**src/mts_pkg.sv**
```systemverilog
// Package of types, command codes and constant tables for the melody tone sequencer.
package mts_pkg;

	// Command codes carried on the command channel.
	localparam logic [2:0] CMD_TICK    = 3'd0;
	localparam logic [2:0] CMD_START   = 3'd1;
	localparam logic [2:0] CMD_STOP    = 3'd2;
	localparam logic [2:0] CMD_PLAY    = 3'd3;
	localparam logic [2:0] CMD_SILENCE = 3'd4;

	// Register map: a single register at word zero.
	localparam logic PADDR_WORD_PAUSE = 1'b0;
	localparam logic [7:0] PAUSE_MS_RESET = 8'd25;

	localparam int ROM_ENTRIES = 43;
	localparam logic [9:0] ELAPSED_MAX = 10'd1023;

	// PWM reload periods for C4 up to C5.
	localparam logic [11:0] TONE_PERIOD [8] = '{
		12'd2909, 12'd2591, 12'd2309, 12'd2180,
		12'd1941, 12'd1729, 12'd1541, 12'd1455
	};

	// Melody notes, one per entry.
	localparam logic [2:0] ROM_NOTE [ROM_ENTRIES] = '{
		3'd0, 3'd1, 3'd2, 3'd4, 3'd2, 3'd1, 3'd0,
		3'd2, 3'd4, 3'd5, 3'd7, 3'd6, 3'd4, 3'd2, 3'd3, 3'd2, 3'd1,
		3'd0, 3'd1, 3'd2, 3'd4, 3'd2, 3'd1, 3'd0, 3'd2, 3'd0,
		3'd2, 3'd5, 3'd6, 3'd7, 3'd6, 3'd4, 3'd2, 3'd3, 3'd2, 3'd1,
		3'd0, 3'd1, 3'd2, 3'd4, 3'd2, 3'd1, 3'd0
	};

	// Melody note durations in milliseconds.
	localparam logic [9:0] ROM_DUR [ROM_ENTRIES] = '{
		10'd300, 10'd300, 10'd450, 10'd600, 10'd450, 10'd450, 10'd600,
		10'd300, 10'd300, 10'd450, 10'd600, 10'd450, 10'd450, 10'd600,
		10'd150, 10'd150, 10'd600,
		10'd300, 10'd300, 10'd450, 10'd600, 10'd300, 10'd300, 10'd450,
		10'd300, 10'd600,
		10'd300, 10'd300, 10'd450, 10'd600, 10'd450, 10'd450, 10'd600,
		10'd150, 10'd150, 10'd600,
		10'd300, 10'd300, 10'd450, 10'd600, 10'd450, 10'd450, 10'd900
	};

	// One result item.
	typedef struct packed {
		logic [11:0] period;
		logic [10:0] compare;
		logic        restart_counter;
		logic        alarm_active;
		logic        in_pause;
		logic [5:0]  melody_position;
	} res_t;

	// Positions beyond the stored melody fold back onto it.
	function automatic logic [5:0] rom_index(input logic [5:0] pos);
		logic [5:0] idx;
		idx = (pos >= 6'(ROM_ENTRIES)) ? pos - 6'(ROM_ENTRIES) : pos;
		return idx;
	endfunction

endpackage

```
**src/mts_if.sv**
```systemverilog
// Channel interfaces for commands in and PWM settings out.
interface mts_cmd_if;
	logic       valid;
	logic       ready;
	logic [2:0] command;
	logic [2:0] note;

	modport source (output valid, output command, output note, input ready);
	modport sink (input valid, input command, input note, output ready);
endinterface

interface mts_res_if;
	logic        valid;
	logic        ready;
	logic [11:0] period;
	logic [10:0] compare;
	logic        restart_counter;
	logic        alarm_active;
	logic        in_pause;
	logic [5:0]  melody_position;

	modport source (output valid, output period, output compare, output restart_counter,
		output alarm_active, output in_pause, output melody_position, input ready);
	modport sink (input valid, input period, input compare, input restart_counter,
		input alarm_active, input in_pause, input melody_position, output ready);
endinterface

```
**src/mts_skid.sv**
```systemverilog
// Two-entry output buffer that keeps results flowing while the receiver stalls.
module mts_skid
	import mts_pkg::*;
(
	input  logic clk,
	input  logic arst_n,
	input  logic in_valid,
	input  res_t in_data,
	output logic in_ready,
	output logic out_valid,
	output res_t out_data,
	input  logic out_ready
);

	logic out_valid_q;
	logic spare_valid_q;
	res_t out_data_q;
	res_t spare_data_q;
	logic out_free;

	// The head register may load when it is empty or being drained.
	assign out_free = !out_valid_q || out_ready;
	assign in_ready = !spare_valid_q;

	// Valid flags.
	always_ff @(posedge clk or negedge arst_n) begin
		if (!arst_n) begin
			out_valid_q   <= 1'b0;
			spare_valid_q <= 1'b0;
		end else if (out_free) begin
			if (spare_valid_q) begin
				out_valid_q   <= 1'b1;
				spare_valid_q <= 1'b0;
			end else begin
				out_valid_q <= in_valid;
			end
		end else if (in_valid && in_ready) begin
			spare_valid_q <= 1'b1;
		end
	end

	// Payload registers.
	always_ff @(posedge clk) begin
		if (out_free) begin
			out_data_q <= spare_valid_q ? spare_data_q : in_data;
		end else if (in_valid && in_ready) begin
			spare_data_q <= in_data;
		end
	end

	assign out_valid = out_valid_q;
	assign out_data  = out_data_q;

endmodule

```
**src/melody_tone_sequencer.sv**
```systemverilog
// Top level of the buzzer melody sequencer that produces PWM period and compare settings.
// Usage: each transfer on the cmd channel carries one command (tick of 1 ms, start alarm,
// stop alarm, play note, silence) and yields exactly one transfer on the res channel with
// the PWM period, compare value, counter restart flag and melody status.
// The pause between melody notes is set through the APB port at byte address 0; writes
// complete in the access cycle and pready is always high.
// Each result is registered in the result buffer before it is offered.
// Throughput: one command per cycle while cmd.ready is high; the state update is a
// single pass of ROM look-up, compares and counter updates before the result buffer.
// The result buffer holds two items, so one further command is taken while a result
// waits; cmd.ready is low while both entries hold results, which only a receiver stall
// brings about, and it rises again at the edge at which the receiver takes a result.
// At reset the alarm is off, position, period and compare are zero, the pause is 25 ms
// and the result buffer is empty.
module melody_tone_sequencer
	import mts_pkg::*;
#(
	parameter int MELODY_LENGTH = 43
) (
	input  logic        clk,
	input  logic        arst_n,
	mts_cmd_if.sink     cmd,
	mts_res_if.source   res,
	input  logic        psel,
	input  logic        penable,
	input  logic        pwrite,
	input  logic [2:0]  paddr,
	input  logic [31:0] pwdata,
	output logic [31:0] prdata,
	output logic        pready
);

	logic [7:0]  pause_ms_q;
	logic        alarm_on_q;
	logic        pausing_q;
	logic [9:0]  elapsed_q;
	logic [5:0]  pos_q;
	logic [11:0] period_q;
	logic [10:0] compare_q;

	logic        alarm_on_n;
	logic        pausing_n;
	logic [9:0]  elapsed_n;
	logic [5:0]  pos_n;
	logic [11:0] period_n;
	logic [10:0] compare_n;
	logic        restart_n;

	logic        cmd_xfer;
	logic [9:0]  elapsed_inc;
	logic [5:0]  pos_inc;
	logic [5:0]  pos_adv;
	logic [11:0] adv_period;
	logic        buf_ready;
	logic        res_valid;
	res_t        res_in;
	res_t        res_data;

	// APB register access.
	assign pready = 1'b1;
	assign prdata = (paddr[2] == PADDR_WORD_PAUSE) ? {24'd0, pause_ms_q} : 32'd0;

	always_ff @(posedge clk or negedge arst_n) begin
		if (!arst_n) begin
			pause_ms_q <= PAUSE_MS_RESET;
		end else if (psel && penable && pwrite && pready && paddr[2] == PADDR_WORD_PAUSE) begin
			pause_ms_q <= pwdata[7:0];
		end
	end

	assign cmd.ready = buf_ready;
	assign cmd_xfer  = cmd.valid && buf_ready;

	// Melody timing helpers.
	assign elapsed_inc = (elapsed_q < ELAPSED_MAX) ? elapsed_q + 10'd1 : elapsed_q;
	assign pos_inc     = pos_q + 6'd1;
	assign pos_adv     = ({1'b0, pos_inc} >= 7'(MELODY_LENGTH)) ? 6'd0 : pos_inc;
	assign adv_period  = TONE_PERIOD[ROM_NOTE[rom_index(pos_adv)]];

	// Next state for one command.
	always_comb begin
		alarm_on_n = alarm_on_q;
		pausing_n  = pausing_q;
		elapsed_n  = elapsed_q;
		pos_n      = pos_q;
		period_n   = period_q;
		compare_n  = compare_q;
		restart_n  = 1'b0;
		case (cmd.command)
			CMD_TICK: begin
				if (alarm_on_q) begin
					elapsed_n = elapsed_inc;
					if (!pausing_q) begin
						if (elapsed_inc >= ROM_DUR[rom_index(pos_q)]) begin
							compare_n = 11'd0;
							pausing_n = 1'b1;
							elapsed_n = 10'd0;
						end
					end else if (elapsed_inc >= {2'b00, pause_ms_q}) begin
						pos_n     = pos_adv;
						period_n  = adv_period;
						compare_n = adv_period[11:1];
						restart_n = 1'b1;
						pausing_n = 1'b0;
						elapsed_n = 10'd0;
					end
				end
			end
			CMD_START: begin
				alarm_on_n = 1'b1;
				pos_n      = 6'd0;
				pausing_n  = 1'b0;
				elapsed_n  = 10'd0;
				period_n   = TONE_PERIOD[ROM_NOTE[0]];
				compare_n  = TONE_PERIOD[ROM_NOTE[0]][11:1];
				restart_n  = 1'b1;
			end
			CMD_STOP: begin
				alarm_on_n = 1'b0;
				pausing_n  = 1'b0;
				compare_n  = 11'd0;
			end
			CMD_PLAY: begin
				period_n  = TONE_PERIOD[cmd.note];
				compare_n = TONE_PERIOD[cmd.note][11:1];
				restart_n = 1'b1;
			end
			CMD_SILENCE: begin
				compare_n = 11'd0;
			end
			default: begin
			end
		endcase
	end

	// Sequencer state registers.
	always_ff @(posedge clk or negedge arst_n) begin
		if (!arst_n) begin
			alarm_on_q <= 1'b0;
			pausing_q  <= 1'b0;
			elapsed_q  <= 10'd0;
			pos_q      <= 6'd0;
			period_q   <= 12'd0;
			compare_q  <= 11'd0;
		end else if (cmd_xfer) begin
			alarm_on_q <= alarm_on_n;
			pausing_q  <= pausing_n;
			elapsed_q  <= elapsed_n;
			pos_q      <= pos_n;
			period_q   <= period_n;
			compare_q  <= compare_n;
		end
	end

	// Result assembly and buffering.
	always_comb begin
		res_in.period          = period_n;
		res_in.compare         = compare_n;
		res_in.restart_counter = restart_n;
		res_in.alarm_active    = alarm_on_n;
		res_in.in_pause        = pausing_n;
		res_in.melody_position = pos_n;
	end

	mts_skid u_skid (
		.clk       (clk),
		.arst_n    (arst_n),
		.in_valid  (cmd.valid),
		.in_data   (res_in),
		.in_ready  (buf_ready),
		.out_valid (res_valid),
		.out_data  (res_data),
		.out_ready (res.ready)
	);

	assign res.valid           = res_valid;
	assign res.period          = res_data.period;
	assign res.compare         = res_data.compare;
	assign res.restart_counter = res_data.restart_counter;
	assign res.alarm_active    = res_data.alarm_active;
	assign res.in_pause        = res_data.in_pause;
	assign res.melody_position = res_data.melody_position;

	// A newly started tone always sounds at half its period.
	a_restart_half: assert property (@(posedge clk) disable iff (!arst_n)
		res.valid && res.restart_counter |-> res.compare == res.period[11:1])
		else $error("restarted tone without half-period compare");

	// The pause gap only exists while the alarm runs.
	a_pause_needs_alarm: assert property (@(posedge clk) disable iff (!arst_n)
		res.valid && res.in_pause |-> res.alarm_active)
		else $error("pause reported with alarm off");

	// The melody position never leaves the melody.
	a_pos_range: assert property (@(posedge clk) disable iff (!arst_n)
		{1'b0, pos_q} < 7'(MELODY_LENGTH))
		else $error("melody position out of range");

	// A pause always starts from zero elapsed time.
	a_pause_start: assert property (@(posedge clk) disable iff (!arst_n)
		$rose(pausing_q) |-> elapsed_q == 10'd0)
		else $error("pause began with nonzero elapsed time");

endmodule
```
**src/flat_wrapper.sv**
```systemverilog
// flat-port wrapper written by rule: the top's interface ports become plain ports
module melody_tone_sequencer_flat import mts_pkg::*;
#(
	parameter int MELODY_LENGTH = 43
)
  (clk, arst_n, psel, penable, pwrite, paddr, pwdata, prdata, pready, cmd_valid, cmd_command, cmd_note, cmd_ready, res_valid, res_period, res_compare, res_restart_counter, res_alarm_active, res_in_pause, res_melody_position, res_ready);
  mts_cmd_if cmd_i ();
  mts_res_if res_i ();
  input  logic clk;
  input  logic arst_n;
  input  logic psel;
  input  logic penable;
  input  logic pwrite;
  input  logic [2:0] paddr;
  input  logic [31:0] pwdata;
  output logic [31:0] prdata;
  output logic pready;
  input wire logic [$bits(cmd_i.valid)-1:0] cmd_valid;
  input wire logic [$bits(cmd_i.command)-1:0] cmd_command;
  input wire logic [$bits(cmd_i.note)-1:0] cmd_note;
  output wire logic [$bits(cmd_i.ready)-1:0] cmd_ready;
  output wire logic [$bits(res_i.valid)-1:0] res_valid;
  output wire logic [$bits(res_i.period)-1:0] res_period;
  output wire logic [$bits(res_i.compare)-1:0] res_compare;
  output wire logic [$bits(res_i.restart_counter)-1:0] res_restart_counter;
  output wire logic [$bits(res_i.alarm_active)-1:0] res_alarm_active;
  output wire logic [$bits(res_i.in_pause)-1:0] res_in_pause;
  output wire logic [$bits(res_i.melody_position)-1:0] res_melody_position;
  input wire logic [$bits(res_i.ready)-1:0] res_ready;
  assign cmd_i.valid = cmd_valid;
  assign cmd_i.command = cmd_command;
  assign cmd_i.note = cmd_note;
  assign cmd_ready = cmd_i.ready;
  assign res_valid = res_i.valid;
  assign res_period = res_i.period;
  assign res_compare = res_i.compare;
  assign res_restart_counter = res_i.restart_counter;
  assign res_alarm_active = res_i.alarm_active;
  assign res_in_pause = res_i.in_pause;
  assign res_melody_position = res_i.melody_position;
  assign res_i.ready = res_ready;
  melody_tone_sequencer #(.MELODY_LENGTH(MELODY_LENGTH)) u_core (.clk(clk), .arst_n(arst_n), .cmd(cmd_i), .res(res_i), .psel(psel), .penable(penable), .pwrite(pwrite), .paddr(paddr), .pwdata(pwdata), .prdata(prdata), .pready(pready));
endmodule
```
**config.mk**
```make
export PLATFORM = sky130hd
export DESIGN_NAME = melody_tone_sequencer_flat
export DESIGN_NICKNAME = d
export VERILOG_FILES = /design/src/mts_pkg.sv /design/src/mts_if.sv /design/src/mts_skid.sv /design/src/melody_tone_sequencer.sv /design/src/flat_wrapper.sv
export SDC_FILE = /design/constraint.sdc
export NUM_CORES = 1
export LEC_CHECK = 0
export BUFFER_PORTS_ARGS = -buffer_cell sky130_fd_sc_hd__buf_2
export CAP_MARGIN = 30
export CORE_ASPECT_RATIO = 0.75
export CORE_MARGIN = 2
export CORE_UTILIZATION = 55
export CTS_CLUSTER_DIAMETER = 100
export DETAILED_ROUTE_END_ITERATION = 8
export PLACE_DENSITY_LB_ADDON = 0.2
export SYNTH_ARGS = -nofsm -noshare
export SYNTH_HDL_FRONTEND = slang
export SYNTH_SLANG_ARGS = --single-unit
```
**constraint.sdc**
```tcl
create_clock -name clk -period 6.6 [get_ports clk]
set_clock_uncertainty 0.1 [all_clocks]
set_input_delay 0.33 -clock clk [delete_from_list [all_inputs] [get_ports clk]]
set_output_delay 0.33 -clock clk [all_outputs]
set_load 0.02 [all_outputs]
```
### Word-level counts from Yosys, hierarchy flattened

Memories as Yosys holds them, arrays and structs flattened.
Cells that the tools add are included.

| operators by class | value |
|---|---|
| bitwise gates (word level) | 6 |
| equality and inequality tests | 5 |
| reduce and logical (&&, ||, !) cells | 15 |
| $add $sub $neg | 4 |
| mux-type cells | 45 |
| $lt $le $gt $ge | 10 |

Operators with widths:

| kind | number |
|---|---|
| 12-bit two-way mux | 7 |
| 10-bit two-way mux | 7 |
| 11-bit two-way mux | 4 |
| 11-bit case mux with 4 select lines | 1 |
| 6-bit two-way mux | 6 |
| 12-bit case mux with 3 select lines | 1 |
| 32-bit two-way mux | 1 |
| 10-bit case mux with 2 select lines | 1 |
| 6-bit greater-or-equal comparator (second input constant) | 3 |
| 7-bit greater-or-equal comparator (second input constant) | 2 |
| 6-bit inverter with 7-bit output | 2 |
| 6-bit case mux with 2 select lines | 1 |
| 6-bit subtractor (second input constant) | 2 |
| 10-bit by 1-bit adder with 10-bit output (second input constant) | 1 |
| 10-bit greater-or-equal comparator | 1 |
| 10-bit by 8-bit greater-or-equal comparator with 1-bit output | 1 |
| 10-bit less-than comparator (second input constant) | 1 |
| 1-bit two-way mux | 10 |
| 4-bit greater-or-equal comparator (second input constant) | 2 |
| 8-bit two-way mux | 1 |
| 3-bit inverter with 4-bit output | 2 |
| 6-bit by 1-bit adder with 6-bit output (second input constant) | 1 |
| 3-bit by 2-bit equality test with 1-bit output (second input constant) | 2 |
| 3-bit two-way mux | 2 |
| 13 further kinds | 23 |

| storage, ports and cells | value |
|---|---|
| register bits | 115 |
| input bits | 48 |
| ROM bits | 1,024 |
| output and inout port bits | 67 |
| memories | 4 |

Memories:

| memory | depth | width | rd ports | clocked after memory_dff | write ports | RTL line | text |
|---|---|---|---|---|---|---|---|
| (no name shown) | 64 | 10 | 1 | 0 | 0 | melody_tone_sequencer.sv:94 | `if (elapsed_inc >= ROM_DUR[rom_index(pos_q)]) begin` |
| (no name shown) | 64 | 3 | 1 | 0 | 0 | melody_tone_sequencer.sv:78 | `assign adv_period = TONE_PERIOD[ROM_NOTE[rom_index(pos_adv)]];` |
| (no name shown) | 8 | 12 | 1 | 0 | 0 | melody_tone_sequencer.sv:124 | `period_n = TONE_PERIOD[cmd.note];` |
| (no name shown) | 8 | 12 | 1 | 0 | 0 | melody_tone_sequencer.sv:78 |  |

### Logic depth before layout (Yosys ltp)

| depth | value |
|---|---|
| depth after elaboration | 18 |
| mapped depth | 24 |
| depth with buffers taken out | 22 |

### Modules after synthesis

Synthesis repeated with hierarchy kept, for this count alone.

| unflattened totals | value |
|---|---|
| cells, all modules | 762 |
| area, all modules | 7,717.4 um2 |

By module, submodules not included:

| module | times used | cells each | area each (um2) |
|---|---|---|---|
| melody_tone_sequencer | 1 | 654 | 5,188.7 |
| mts_skid | 1 | 108 | 2,528.7 |

### Worst setup path after synthesis

OpenSTA, ideal clock, no wires.

| path | value |
|---|---|
| kind | flip-flop to flip-flop |
| start | reg u_core.pos_q[0] |
| end | reg u_core.elapsed_q[2] |
| clock period less this slack | 5.078 ns |
| arrival | 4.901 ns |
| stages on the path, launching flop included | 22 |
| slack | 1.522 ns |
| library setup time | 0.078 ns |
| required time | 6.422 ns |
| cells stage by stage | dfrtp_1 -> ha_1 -> buf_2 -> o21a_1 -> o21ai_0 -> o21bai_1 -> xor2_1 -> clkbuf_1 -> nand2_1 -> o31ai_1 -> a21oi_1 -> o21ai_0 -> nand2_1 -> ha_1 -> a21o_1 -> a2111oi_0 -> and3b_1 -> nand2b_1 -> o221a_2 -> a2111oi_2 -> o21ai_0 -> a21oi_1 |

| between the ends | value |
|---|---|
| word-level cells in the longest chain between the ends | 11 |
| elaborated cells on any way between the ends | 12 |
| classes of those cells | 1 x add/sub; 2 x order compare; 7 x mux; 1 x bitwise; 1 x memory |

RTL lines:

| element | RTL line | text |
|---|---|---|
| start: declaration | melody_tone_sequencer.sv:37 | `logic [5:0] pos_q;` |
| start signal: assignment | melody_tone_sequencer.sv:149 | `pos_q <= pos_n;` |
| 6-bit subtractor / 6-bit greater-or-equal comparator (equally long branches) | mts_pkg.sv:58 | `idx = (pos >= 6'(ROM_ENTRIES)) ? pos - 6'(ROM_ENTRIES) : pos;` |
| 6-bit two-way mux (*) | mts_pkg.sv:58 |  |
| 6-bit inverter with 7-bit output (implied by the code) (*) | melody_tone_sequencer.sv:94 |  |
| memory read 64 x 10 bit (*) | n/a |  |
| 10-bit two-way mux (implied by the code) (*) (2 in series) | melody_tone_sequencer.sv:94 |  |
| 10-bit greater-or-equal comparator (*) | melody_tone_sequencer.sv:94 |  |
| 10-bit two-way mux (*) | melody_tone_sequencer.sv:94 |  |
| 10-bit two-way mux (*) | melody_tone_sequencer.sv:93 | `if (!pausing_q) begin` |
| 10-bit two-way mux (*) | melody_tone_sequencer.sv:91 | `if (alarm_on_q) begin` |
| 10-bit case mux with 2 select lines (*) | melody_tone_sequencer.sv:89 | `case (cmd.command)` |
| end signal: assignment | melody_tone_sequencer.sv:148 | `elapsed_q <= elapsed_n;` |
| end: declaration | melody_tone_sequencer.sv:36 | `logic [9:0] elapsed_q;` |

Mark *: on every way between the ends. The rest lies on a longest branch, timed or not. The select of a mux whose other input is x is not followed.
A chain may end at the register's enable or synchronous reset.

### Final worst setup path

| path | value |
|---|---|
| start | reg u_core.pos_q[2] |
| end | reg u_core.u_skid.spare_data_q[16] in the netlist's numbering (data pin) |

| between the ends | value |
|---|---|
| word-level cells in the longest chain between the ends | 17 |
| elaborated cells on any way between the ends | 27 |
| classes of those cells | 3 x add/sub; 4 x order compare; 14 x mux; 3 x bitwise; 3 x memory |

RTL lines:

| element | RTL line | text |
|---|---|---|
| 6-bit by 1-bit adder with 6-bit output | melody_tone_sequencer.sv:76 | `assign pos_inc = pos_q + 6'd1;` |
| 6-bit greater-or-equal comparator | melody_tone_sequencer.sv:77 | `assign pos_adv = ({1'b0, pos_inc} >= 7'(MELODY_LENGTH)) ? 6'd0 : pos_inc;` |
| 6-bit two-way mux | melody_tone_sequencer.sv:77 |  |
| 6-bit subtractor / 6-bit greater-or-equal comparator (equally long branches) | mts_pkg.sv:58 |  |
| 6-bit two-way mux | mts_pkg.sv:58 |  |
| 6-bit inverter with 7-bit output (implied by the code) | melody_tone_sequencer.sv:78 |  |
| memory read 64 x 3 bit | n/a |  |
| 3-bit two-way mux (implied by the code) (2 in series) | melody_tone_sequencer.sv:78 |  |
| 3-bit inverter with 4-bit output (implied by the code) | melody_tone_sequencer.sv:78 |  |
| memory read 8 x 12 bit | n/a |  |
| 12-bit two-way mux (implied by the code) (2 in series) | melody_tone_sequencer.sv:78 |  |
| 11-bit two-way mux | melody_tone_sequencer.sv:99 | `end else if (elapsed_inc >= {2'b00, pause_ms_q}) begin` |
| 11-bit two-way mux (*) | melody_tone_sequencer.sv:93 |  |
| 11-bit two-way mux (*) | melody_tone_sequencer.sv:91 |  |
| 11-bit case mux with 4 select lines (*) | melody_tone_sequencer.sv:89 |  |
| via u_core.compare_n[7] | melody_tone_sequencer.sv:46 | `logic [10:0] compare_n;` |
| end signal: assignment | mts_skid.sv:47 | `spare_data_q <= in_data;` |
| end: declaration | mts_skid.sv:18 | `res_t spare_data_q;` |

Mark *: on every way through the listed nets, which the timed path passes. The rest lies on a longest branch. The select of a mux whose other input is x is not followed.

==> metrics.md <==
| Metric | Value |
|---|---|
| Run status | `finished, final reports clean` |
| Routed Antenna Nets | `0` |
| Tmin final | `5.907 ns` |
| Fraction of registers with async set/reset | `44.35%` |
| Final WL | `19020 µm` |
| Final Cycle Share | `roughly 90%` |
| Final TNS setup | `0 ns` |
| GPL Wtd Cong | `0.9407` |
| F_max | `0.1693 GHz` |
| Iter 0 DRT Violations | `857` |
| Leakage | `approximately 3.8 nW` |
| Placed inst area | `8189 µm²` |
| Yosys cell types | `slightly above 80` |
| Clock sink count | `115` |
| Final Hold Viols | `0` |
| Full die area | `15050 µm²` |
| Number of flops mapped to enable cells by yosys | `64` |
| Setup Crit Path Kind | `reg2reg` |
| Root Buffer Master | `clkbuf_16` |
| Area grow syn2layout | `13.63%` |
| Global-route wire length before repair | `31220 µm` |
| Vias per inst | `around 6.1` |
| CORE AREA | `13750 µm²` |
| CP Data Required Time | `6.74 ns` |
| Pre-antenna DRT Iters | `6` |
| Routed len/inst | `17.40 µm` |
| Nets | `991` |
| Peak VDD IR | `0.2410 mV` |
| H-tree depth | `4` |
| Pre-CTS setup slack | `0.8759 ns` |
| CTS tree | `built` |
| DRC violations left | `0` |
| Arrival time at the worst endpoint | `6.05 ns` |
| Predominant post-synthesis flop cell | `edfxtp_1` |
| Synth Cell Area | `7741 µm²` |
| Fin cells | `1093` |
| Cell Pwr Density | `about 250 nW/µm²` |
| Final WS setup | `0.6926 ns` |
| Mapped Cells | `841` |
| Row cnt | `37` |
| CP Cell Sequence | `o21a_1 > o21ai_0 > xnor2_1 > inv_1 > ha_1 > nand2_1 > o31ai_1 > a21oi_1 > o21ai_0 > nand2_1 > ha_1 > a21o_1 > a2111oi_0 > and3b_1 > nand2b_1 > o221a_2 > a21oi_1 > o21ai_0 > a21o_1 > a31oi_1` |
| Total Power | `2.237 mW` |
| Inserted Diodes | `0` |
| DP HPWL | `13430 µm` |
| Max incr delay on CP | `0.83 ns` |
| Die Height | `106.7 µm` |
| Die Wd | `141.0 µm` |
| Pins Over Slew Limit | `0` |
| Via count | `6679` |
| Worst Tran Pin Value | `0.9672 ns` |
| Global Route Usage Sum | `25.91%` |
| Endpoints failing setup | `0` |
| Hold WS | `0.04134 ns` |
| Seq/Total Area, Yosys | `roughly 41%` |
| Placed cell count | `1060` |
| Largest cells by area after synthesis | `edfxtp_1, dfrtp_1, ha_1` |
| Final Util | `63.97%` |
| Syn_area_per_cell | `between 9 and 10 µm²` |
| Largest net degree at the start of global routing | `52` |
| Port-buffer cells | `63` |
| Initial antenna violation count | `0` |
| Flop and latch count out of synthesis | `115` |
| Worst-path clk slew | `0.06 ns` |
| Post_cts resized | `0` |
| Cts bufs inserted | `17` |
| CP dominant cell by count | `o21ai_0` |
| Final Cell Area | `between 8000 and 9000 µm²` |
| Nature of the critical path startpoint | `flip-flop` |
| Fraction of layout cells with a size suffix above 1 | `17.21%` |
| Synth area leader | `edfxtp_1` |
| Grt ovf | `0` |
| Worst-Skew Late Latency | `0.42 ns` |
| CP max-delay cell | `dfrtp_1` |
| Yosys warning total | `0` |
| Boundary Pins | `115` |
| Type of element capturing the critical path | `flip-flop` |
| Vias in the first global route | `6142` |
| Initial core utilization | `a little under three fifths` |
| # Max-Cap Violations | `0` |
| Rel. slew slack | `a little over a third` |
| Synth top area share | `24.83%` |
| HP Class | `in2reg` |
| RSZ-0062 raised after global routing | `false` |
| CTS Buffer Depth | `2` |
| Crit Path Max Fanout | `21` |
-- power by group --
part	total [mW]	switching, mW	internal, mW	leakage, nW
combinational	0.399	0.251	0.148	2.24
clock	0.925	0.359	0.566	0.285
sequential	0.914	0.0527	0.861	1.27
total	2.24	0.662	1.58	3.79
-- cell usage in the layout, fill, tap and decap left out, types with 7 or more instances in the layout --
| master | netlist | routed |
|---|---|---|
| nand2_1 | 96 | 96 |
| o21ai_0 | 71 | 71 |
| nor2_1 | 70 | 69 |
| buf_2 | 5 | 64 |
| edfxtp_1 | 64 | 64 |
| dfrtp_1 | 48 | 48 |
| a21oi_1 | 45 | 45 |
| inv_1 | 42 | 42 |
| ha_1 | 38 | 38 |
| a31oi_1 | 28 | 28 |
| conb_1 | 2 | 25 |
| buf_4 | 27 | 23 |
| nand3_1 | 20 | 20 |
| mux2_2 | 20 | 20 |
| clkbuf_16 | 0 | 17 |
| a22o_1 | 15 | 15 |
| nor3_1 | 12 | 12 |
| nand2b_1 | 13 | 12 |
| mux2i_1 | 11 | 11 |
| o21a_1 | 10 | 10 |
| xnor2_1 | 10 | 10 |
| o31ai_1 | 10 | 10 |
| a21o_1 | 9 | 9 |
| o211ai_1 | 8 | 8 |
| a211oi_1 | 8 | 8 |
| or3_1 | 7 | 7 |
| and2_1 | 7 | 7 |
| nor2b_1 | 7 | 7 |
-- cell type report --
type                       count  area [µm²]
clock buffer                  17       425.4
inverter                      46       172.7
clock inverter                15       171.4
timing repair buffer          88       503.0
tap                          175       219.0
sequential                   115        3202
multi-input combinational    637        4103
fill                        1097        4954
-- cells by family (layout without fill, tap and decap cells) --
group / after synthesis / count (layout) / synth area share (%)
AOI/OAI and AO/OA: 271 / 271 / 24.20
and+or+nand+nor: 257 / 257 / 15.35
DFF: 115 / 115 / 41.36
buffers and inverters: 112 / 166 / 6.821
adders and majority gates: 38 / 38 / 6.142
muxes: 31 / 31 / 4.332
xor gates and xnor gates: 15 / 15 / 1.697
other: 2 / 25 / 0.09701
-- synthesized netlist by cell type (all sizes together), types with 10 or more instances --
cell	count
a21oi	45
a22o	15
xnor2	10
ha	38
o21ai	73
nor2	70
a31oi	28
o31ai	10
mux2i	11
nand2	96
mux2	20
nand3	21
o21a	10
edfxtp	64
inv	43
nand2b	13
nor3	12
clkbuf	28
buf	38
dfrtp	48
-- worst max-delay path, delay by kind of cell, from the launching register on --
family          cells  cell delay, ns
compound gates     12            2.94
flops               1            0.83
simple gates        4            0.51
xor+xnor            1            0.58
fa+ha+maj           2            0.62
buf+inv             1            0.15
-- final timing paths --
kind                               startpoint                        endpoint  slack, ns  cells after the start
setup / recovery              u_core.pos_q[2]  u_core.u_skid.spare_data_q[16]       0.69                     20
hold / removal                      pwdata[6]            u_core.pause_ms_q[6]       0.04                      2
setup reg to reg              u_core.pos_q[2]  u_core.u_skid.spare_data_q[16]       0.69                     20
hold reg to reg            u_core.period_q[8]              u_core.period_q[8]       0.38                      2
max in group asynchronous              arst_n                 u_core.pos_q[2]       5.45                      3
min in group asynchronous              arst_n             u_core.compare_q[2]       0.47                      3
-- routing by layer --
metal / vias to the layer above / share of wire, % / global-route usage, %
li1: 3203 / - / -
met2: 293 / 43 / 38.57
met5: - / 0 / 0
met1: 3157 / 49 / 38.80
met4: 0 / 1.2 / 6.357
met3: 26 / 6.7 / 5.494
-- timing repair --
action,in CTS,in global routing
hold buffers,1,0
endpoints found under the hold margin,48,0
buffers inserted,0,0
-- flip-flops by register name, summed over array words and instances, names as in the netlist --
name / flops
u_core.pausing_q: 1
u_core.u_skid.out_data: 32
u_core.compare_q: 11
u_core.elapsed_q: 10
u_core.period_q: 12
u_core.pos_q: 6
u_core.u_skid.out_valid: 1
u_core.alarm_on_q: 1
u_core.u_skid.spare_data_q: 32
u_core.pause_ms_q: 8
u_core.u_skid.spare_valid_q: 1
Power figures use the tool's default switching activity.
